<file path="src/rtl/isw_pkg.sv">
`timescale 1ns / 1ps
`default_nettype none
// ----------------------------------------------------------------------------
// isw_pkg
// shared constants, types and key normalisation for the word sorter
// ----------------------------------------------------------------------------
package isw_pkg;

  localparam int MAX_WORDS  = 64;
  localparam int WORD_CHARS = 8;
  localparam int CHAR_W     = 8;
  localparam int KEY_CHARS  = 8;
  localparam int KEY_W      = KEY_CHARS * CHAR_W;

  typedef logic [KEY_W-1:0] key_t;

  // broadcast from the control to every cell of the chain
  typedef struct packed {
    logic ins;
    logic pop;
    key_t key;
  } isw_cmd_t;

  // keep the first WORD_CHARS characters, clear everything after a zero byte
  function automatic key_t isw_normalise(input key_t raw);
    key_t              kept;
    logic              alive;
    logic [CHAR_W-1:0] ch;
    kept  = '0;
    alive = 1'b1;
    for (int c = 0; c < KEY_CHARS; c++) begin
      ch    = raw[CHAR_W*(KEY_CHARS-1-c) +: CHAR_W];
      alive = alive && (c < WORD_CHARS) && (ch != '0);
      if (alive) begin
        kept[CHAR_W*(KEY_CHARS-1-c) +: CHAR_W] = ch;
      end
    end
    return kept;
  endfunction

endpackage
`default_nettype wire

</file>
<file path="src/rtl/isw_cell.sv">
`timescale 1ns / 1ps
`default_nettype none
// ----------------------------------------------------------------------------
// isw_cell
// one slot of the sorted chain: holds a key, takes the new key or its lower
// neighbour's key on insert, and its upper neighbour's key on pop
// ----------------------------------------------------------------------------
module isw_cell
  import isw_pkg::*;
(
  input  wire logic     clk,
  input  wire logic     rst_n,
  input  wire isw_cmd_t cmd,
  input  wire logic     prev_valid,
  input  wire logic     prev_gt,
  input  wire key_t     prev_key,
  input  wire logic     next_valid,
  input  wire key_t     next_key,
  output logic          valid,
  output logic          gt,
  output key_t          key
);

  logic valid_r, valid_nxt;
  key_t key_r, key_nxt;

  assign gt = valid_r && (cmd.key < key_r);

  always_comb begin
    valid_nxt = valid_r;
    key_nxt   = key_r;
    if (cmd.ins) begin
      if (prev_gt) begin
        valid_nxt = prev_valid;
        key_nxt   = prev_key;
      end else if (gt || (!valid_r && prev_valid)) begin
        valid_nxt = 1'b1;
        key_nxt   = cmd.key;
      end
    end else if (cmd.pop) begin
      valid_nxt = next_valid;
      key_nxt   = next_key;
    end
  end

  always_ff @(posedge clk) begin
    if (!rst_n) begin
      valid_r <= 1'b0;
    end else begin
      valid_r <= valid_nxt;
    end
    key_r <= key_nxt;
  end

  assign valid = valid_r;
  assign key   = key_r;

endmodule
`default_nettype wire

</file>
<file path="config.mk">
export PLATFORM = sky130hd
export DESIGN_NAME = isw_cell
export DESIGN_NICKNAME = d
export VERILOG_FILES = /design/src/rtl/isw_pkg.sv /design/src/rtl/isw_cell.sv
export SDC_FILE = /design/constraint.sdc
export NUM_CORES = 1
export LEC_CHECK = 0
export BUFFER_PORTS_ARGS = -buffer_cell sky130_fd_sc_hd__buf_2
export CORE_MARGIN = 5
export CORE_UTILIZATION = 34
export DETAILED_ROUTE_END_ITERATION = 12
export PLACE_DENSITY = 0.66
export REMOVE_ABC_BUFFERS = 1
export SYNTH_ARGS = -nofsm -noshare
export SYNTH_HDL_FRONTEND = slang
export SYNTH_SLANG_ARGS = --single-unit
</file>
<file path="constraint.sdc">
create_clock -name clk -period 3.9 [get_ports clk]
set_clock_uncertainty 0.1 [all_clocks]
set_input_delay 0.585 -clock clk [delete_from_list [all_inputs] [get_ports clk]]
set_output_delay 0.585 -clock clk [all_outputs]
set_load 0.005 [all_outputs]
</file>
==> After elaboration in Yosys (flattened, before gate mapping) <==
Index checks and enable logic that the tools add are counted.
{ "totals": {"reg_bits": 65, "in_bits": 199, "output_inout_bits": 66, "word_cells": 18} }
{ "op_classes": {"magnitude_cmp": 1, "n_eq_ne": 1, "n_mux": 8, "n_reduce_logical": 6} }
{ "op_table": {"columns": ["operator", "count"], "rows": [
  ["two-way mux 64 bit", 4],
  ["< comparator 64 bit", 1],
  ["two-way mux 1 bit", 4],
  ["inequality test 3 x 1 -> 1 bit (second input constant)", 1],
  ["logical AND 1 bit", 2],
  ["AND reduction 2 bit", 1],
  ["nonzero test 2 bit", 1],
  ["zero test 1 bit", 1],
  ["logical OR 1 bit", 1]
]} }

==> Logic depth before layout (Yosys ltp) <==
Gate-level depths: netlist of the first run.
{ "depth": {"depth_word": 6, "depth_mapped": 9, "mapped_depth_nobuf": 9} }

==> Least setup slack after synthesis of the first run <==
OpenSTA, ideal clock, no wires.
{ "synth_path": {"path_type": "input to register", "from": "input cmd[25] (netlist name)", "to": "register key_r[0], in the netlist key[0], enable pin", "setup_ns": 0.394, "arrival_ns": 2.851, "t_required_ns": 3.406, "setup_slack_ns": 0.555, "path_stages": 7, "path_buffers": 0, "cell_sequence": "ha_1 -> a21oi_2 -> o21ai_1 -> a221o_1 -> or3_1 -> a311oi_2 -> a21o_2"} }
{ "synth_via": {"elab_chain_len": 5} }
{ "synth_lines": {"columns": ["element", "line_no", "source"], "rows": [
  ["start, declared", "isw_cell.sv:13", "input wire isw_cmd_t cmd,"],
  ["< comparator 64 bit", "isw_cell.sv:27", "assign gt = valid_r && (cmd.key < key_r);"],
  ["logical AND 1 bit", "isw_cell.sv:27", null],
  ["logical OR 1 bit", "isw_cell.sv:36", "end else if (gt || (!valid_r && prev_valid)) begin"],
  ["inequality test 3 x 1 -> 1 bit (no source line)", null, null],
  ["AND reduction 2 bit (no source line)", null, null],
  ["end signal, assigned", "isw_cell.sv:52", "key_r <= key_nxt;"],
  ["end, declared", "isw_cell.sv:25", "key_t key_r, key_nxt;"]
]} }
Every way passes these cells.
A chain may end at the register's enable or synchronous reset.

==> Worst setup path in the final report of the first run <==
{ "layout_path": {"from": "register key_r[61], in the netlist key[61]", "to": "output gt"} }
{ "layout_via": {"elab_chain_len": 2} }
{ "layout_lines": {"columns": ["element", "line_no", "source"], "rows": [
  ["< comparator 64 bit", "isw_cell.sv:27", null],
  ["logical AND 1 bit", "isw_cell.sv:27", null],
  ["end, declared", "isw_cell.sv:20", "output logic gt,"]
]} }
Every way passes these cells.

==> flow_summary.yaml, run 1 <==
outcome:
  outcome: "finished clean"
logic_synthesis:
  async_reset_ff_share_pct: 0
  synth_compound_gate_area_share_pct: 14.0
  syn_inst: 518
  synthTopCellsByCount: "a21oi_1 (88), nor2_1 (71), inv_1 (65), mux2i_1 (65), edfxtp_1 (64)"
  synth.area.top_cells: "edfxtp_1 (39%), ha_1 (16%), mux2i_1 (13%)"
  synthAdderAreaFrac_pct: 16.1
  netlist_area_mm2: 0.00491
  yosys.area_share.simple_pct: 10.4
  synth_edf_count: 64
  synth_top_family_by_area: "adder cells"
  synth-seq-cells: 65
  synth_most_common_cell: "a21oi_1"
  synthMuxAreaShare_pct: 13.3
  yosysSeqAreaShare_pct: 39.6
  syn_area_per_cell_um2: 9.47
  synth_top_cell_by_area: "edfxtp_1"
  synth_top_area_share_pct: 39.2
  synth_warnings: 0
  synth_cell_type_count: 33
  synth_xor_area_share_pct: 0
  synth-main-ff-cell: "edfxtp_1"
cts:
  cts_buffers: 9
  clockBufferDepth: 2
  insertion_delay_ps: 330
  postCtsHoldBufs: 0
  cts_resized: 0
  cts_tree: "yes"
  postCtsSetupRepairBufs: 0
  path_clk_slew_ps: 50
  clock_sinks: 65
  htreeDepth: 3
  cts-root-buf: "clkbuf_16"
layout:
  seq_area_mm2: 0.00194
  synthToLayoutAreaGrowth_pct: 37.4
  multi_input_area_mm2: 0.00264
  drive_gt1_share_pct: 37.1
  final.fill_count: 1427
  num-nets-final: 1038
critical_path:
  cp_common_cell: "nand4_1"
  worstPathMaxFanout: 3
  slowest_stage: "nor4_2"
  critPathTopFamily: "simple AND/OR/NAND/NOR gates"
  r2r_cells: 9
  cp.required_ps: 3210
  cpPeakStageDelay_ps: 600
  cp-start-kind: "flip-flop"
  critPathBufInv: 2
  end_kind: "primary output"
  r2r_slack_ps: 1000
  cp.depth: 9
  cp.arrival_ps: 2590
  cp_cell_sequence: "inv_1, ha_1, nand4_1, nor4_2, nand4_1, nor2_1, a311oi_2, and2_1, buf_2"
  crit_type: "reg -> out"
floorplanning:
  core-area_mm2: 0.0144
  fp.dieW_um: 130
  die_h_um: 130
  io_pins: 265
  row_count: 44
  die-area_mm2: 0.0169
  start_util_pct: 34.2
timing:
  worst_slew_margin_rel_pct: 36.6
  maxSlewViolCount: 0
  hold_viol: 0
  tightest_slew_ps: 950
  fmax_mhz: 305
  period_share_pct: 83.9
  rsz0062_at_grt: "no"
  setup_tns_ps: 0
  setup_viol: 0
  finalCriticalPeriod_ps: 3270
  setup_slack_ps: 626
global_routing:
  antenna_found_initial: 1
  grt_pass1_wl_mm: 21.5
  gr-total-overflow: 0
  gr-usage-all-layers_pct: 16.5
  grt_max_degree: 101
  grt_pass1_vias: 4400
routing:
  vias: 4586
  drtIter0Drc: 120
  vias_per_cell: 4.75
  wl_per_cell_um: 15.2
  dr.pass1.iters: 4
  wirelength_mm: 14.7
  antenna_left: 0
  post-route-drc-count: 0
power:
  pwr-share-comb_pct: 26.2
  switching_share_pct: 27.9
  power_density_mw_per_mm2: 338
  p_int_mw: 1.64
  peakVddDrop_uv: 154
  clkPwrFrac_pct: 34.3
  p_seq_share_pct: 39.5
  switching_power_uw: 635
  leakage_nw: 3.51
  power_mw: 2.28
worst_hold_path:
  hold_class: "reg -> reg"
  worstHoldPathCells: 2
place:
  port-buffer-count: 264
  dp_slack_ps: 638
  globalplace.congestion: 0.827
  dp_hpwl_mm: 12.3
flow_run:
  cap_violations: 0
-- final timing paths --
kind,end,startpoint
max,gt,key[61]$_DFFE_PP_
min reg2reg,valid$_SDFFE_PN0P_,valid$_SDFFE_PN0P_
max reg2reg,key[7]$_DFFE_PP_,key[39]$_DFFE_PP_
min,valid$_SDFFE_PN0P_,valid$_SDFFE_PN0P_
-- layout by cell type (no fill, tap or decap), drive strengths merged --
cell     count
a311oi       1
inv         65
nor2b        1
clkbuf      14
or3          1
mux2i       65
a21oi       90
buf        269
a221oi       2
nor4         2
nand2b       3
and2         1
a2111oi      2
and4         1
o211ai       2
dfxtp        1
a21o         6
a221o        1
nor2        71
a211o        2
nand4       10
clkinv       2
a211oi       3
nand2       18
o21ai       12
edfxtp      64
diode        1
nor3         2
o221ai       1
ha          63
nand3        6
-- flip-flops by register name (all words and copies together), names as in the netlist --
name,count
valid,1
key,64
-- cells by family (layout without fill, tap and decap cells) --
family          Yosys count  in the layout
compound gates          122            122
simple gates            116            116
buf+inv                  87            350
mux                      65             65
flops                    65             65
fa+ha+maj                63             63
other cells               0              1
-- through the flow --
stage	cells	utilization [%]	cell area, um2	hold slack, ps
CTS	965	46.9	6740	393
global route	966	46.9	6740	419
floorplan	496	-	4820	377
detailed placement	949	44.9	6450	390
global placement	949	44.9	6450	392
finish	966	46.9	6740	395
-- metal layers --
| layer | global-route usage (%) | wire length [um] | vias to the layer above |
|---|---|---|---|
| met5 | 0 | 0 | - |
| met4 | 6.72 | 313 | 0 |
| met3 | 5.28 | 1480 | 19 |
| met2 | 27.4 | 6770 | 173 |
| met1 | 19.9 | 6120 | 2012 |
| li1 | - | - | 2382 |
-- power groups by stage --
stage | Clock [mW] | Combinational, mW | Sequential (mW)
after global routing | 0.836 | 0.681 | 0.910
after detailed placement | 0 | 0.608 | 0.914
after floorplan | 0 | 0.281 | 0.921
final | 0.782 | 0.596 | 0.902
after global placement | 0 | 0.599 | 0.913
after CTS | 0.812 | 0.610 | 0.902
-- worst reg2reg max path, stage by stage (launching register included) --
cell and delay [ps]:
edfxtp_1 410, inv_1 80, ha_1 250, nand4_1 160
nor3_1 110, a221o_1 310, or3_1 320, a311oi_2 280
a21o_4 330, buf_12 240
-- cell type report --
type | count | share of cell area, %
antenna | 1 | 0.0371
clock buffer | 14 | 4.21
clock inverter | 2 | 0.148
inverter | 65 | 3.62
multi-input combinational | 366 | 39.2
sequential | 65 | 28.8
tap | 184 | 3.41
timing repair buffer | 269 | 20.6
(Power assumes the default switching activity.)
==> run 2, diff against run 1 <==
--- a/config.mk
+++ b/config.mk
@@ -5,6 +5,7 @@
 export SDC_FILE = /design/constraint.sdc
 export NUM_CORES = 1
 export LEC_CHECK = 0
+export ABC_AREA = 1
 export BUFFER_PORTS_ARGS = -buffer_cell sky130_fd_sc_hd__buf_2
 export CORE_MARGIN = 5
 export CORE_UTILIZATION = 34
==> constraint.sdc (replaced) <==
create_clock -name clk -period 3.35 [get_ports clk]
set_clock_uncertainty 0.1 [all_clocks]
set_input_delay 0.5025 -clock clk [delete_from_list [all_inputs] [get_ports clk]]
set_output_delay 0.5025 -clock clk [all_outputs]
set_load 0.005 [all_outputs]
==> run 2 against run 1 <==
- via count grew 11%
- clock power grew 5.2%
- synthesized area unchanged
- flip-flop and latch count stayed put
- utilization fell by 0.42 points
- sequential power is 16% higher
- critical endpoint unchanged
- power increased by 12%
- highest routed layer is now met5
- final cell count up 11%
==> flow_summary.yaml, run 2 <==
outcome:
  outcome: "finished clean"
floorplanning:
  io_pins: 265
  fp.dieW_um: 130
  core-area_mm2: 0.0144
  die-area_mm2: 0.0169
  start_util_pct: 34.2
  row_count: 44
  die_h_um: 130
global_routing:
  grt_pass1_vias: 4848
  antenna_found_initial: 1
  gr-total-overflow: 0
  gr-usage-all-layers_pct: 18.0
  grt_max_degree: 52
  grt_pass1_wl_mm: 23.6
critical_path:
  cp-start-kind: "flip-flop"
  cp.required_ps: 2750
  end_kind: "primary output"
  crit_type: "reg -> out"
  cp.arrival_ps: 2080
  worstPathMaxFanout: 4
cts:
  cts-root-buf: "clkbuf_16"
  cts_buffers: 9
  postCtsHoldBufs: 0
  cts_tree: "yes"
  clockBufferDepth: 2
  htreeDepth: 3
  path_clk_slew_ps: 60
  cts_resized: 0
  clock_sinks: 65
  postCtsSetupRepairBufs: 0
  insertion_delay_ps: 330
logic_synthesis:
  synth_warnings: 0
  synth_top_area_share_pct: 39.2
  synth_most_common_cell: "o21ai_0"
  yosysSeqAreaShare_pct: 39.6
  async_reset_ff_share_pct: 0
  synth.area.top_cells: "edfxtp_1 (39%), ha_1 (16%), o21ai_0 (13%)"
  synthTopCellsByCount: "o21ai_0 (131), nand2_1 (116), nor2_1 (84)"
  syn_area_per_cell_um2: 7.79
  synth-main-ff-cell: "edfxtp_1"
  synth_cell_type_count: 24
  synth_top_cell_by_area: "edfxtp_1"
  syn_inst: 630
  netlist_area_mm2: 0.00491
  synth-seq-cells: 65
  synth_edf_count: 64
place:
  dp_hpwl_mm: 12.7
  placed_area_mm2: 0.00643
  globalplace.congestion: 0.818
  port-buffer-count: 264
  dp_slack_ps: 604
layout:
  layout_common_cells: "buf_2 (264), o21ai_0 (131), nand2_1 (116), nor2_1 (84), inv_1 (78)"
  largest_register_ffs: 64
  diodes: 0
  final_cell_area_mm2: 0.00668
  num-nets-final: 1147
  fin_util_pct: 46.5
  drive_gt1_share_pct: 32.9
  layout_commonest_cell: "buf_2"
  synthToLayoutAreaGrowth_pct: 36.2
routing:
  antenna_left: 0
  wl_per_cell_um: 14.7
  post-route-drc-count: 0
  vias: 5111
  dr.pass1.iters: 4
  vias_per_cell: 4.76
  wirelength_mm: 15.8
  drtIter0Drc: 176
timing:
  tightest_slew_ps: 545
  hold_viol: 0
  maxSlewViolCount: 0
  finalCriticalPeriod_ps: 2680
  setup_viol: 0
  worst_slew_margin_rel_pct: 63.5
  period_share_pct: 80.0
  setup_slack_ps: 671
  rsz0062_at_grt: "no"
  fmax_mhz: 373
flow_run:
  cap_violations: 0
power:
  power_mw: 2.56
  leakage_nw: 3.47
  power_density_mw_per_mm2: 382
  peakVddDrop_uv: 179
worst_hold_path:
  hold_class: "in -> reg"
-- run 2: cell types whose count changed in the layout (fill, tap and decap cells not counted), sizes merged, moves of 3 or more --
cell / previous run / this run
o21ai: 12 / 136
nand2: 18 / 118
mux2i: 65 / 0
a21oi: 90 / 29
inv: 65 / 80
nor2: 71 / 85
a21o: 6 / 1
clkbuf: 14 / 10
clkinv: 2 / 6
buf: 269 / 272
nand2b: 3 / 0
-- run 2: layout make-up --
class                   instances  area, um2
flip-flops and latches         65       1940
clock buffers                  10        229
fillers                      1487       7690
repair buffers                272       1390
well taps                     184        230
clock inverters                 6       25.0
multi-input cells             457       2560
inverters                      80        300
-- run 2: power by group --
part	switching, mW	internal (mW)	leakage (nW)
clock network	0.336	0.487	0.126
logic	0.378	0.304	2.69
registers	0.0426	1.01	0.657
total	0.757	1.80	3.47
-- run 2: worst paths after layout --
| path | slack [ps] | from | endpoint | cells past startpoint |
|---|---|---|---|---|
| setup / recovery | 670 | key[63]$_DFFE_PP_ | gt | 11 |
| hold / removal | 300 | rst_n | valid$_SDFFE_PN0P_ | 3 |
| setup reg to reg | 860 | key[37]$_DFFE_PP_ | key[38]$_DFFE_PP_ | 12 |
| hold reg to reg | 430 | valid$_SDFFE_PN0P_ | valid$_SDFFE_PN0P_ | 2 |
-- run 2: worst max-delay path, cell delays in order (launching register included) --
cell      delay [ps]
edfxtp_1         360
inv_1             50
ha_1             320
nand2_1           80
nor2_2           140
nand4_2          110
nor3_2           170
and3_1           180
nand2_1           60
nand2_2          100
inv_1             50
buf_2            130
-- run 2: layer usage --
metal	global-route usage, %	share of wire, %
met1	21.1	41
met2	30.7	47
met3	6.79	11
met4	5.44	1.5
met5	0	0.070
-- run 2: kinds of logic after synthesis --
family	after synthesis	share of synthesized area, %
AND/OR/NAND/NOR	226	18.6
AO/OA/AOI/OAI	168	17.3
buffers and inverters	108	8.44
flip-flops	65	39.6
adder cells (fa/ha/maj)	63	16.1
-- run 2: metrics by stage --
step	TNS (ps)	hold slack [ps]	std cells
floorplan	-233300	397	602
global placement	0	400	1058
detailed placement	0	423	1058
CTS	0	275	1074
global route	0	305	1074
finish	0	295	1074
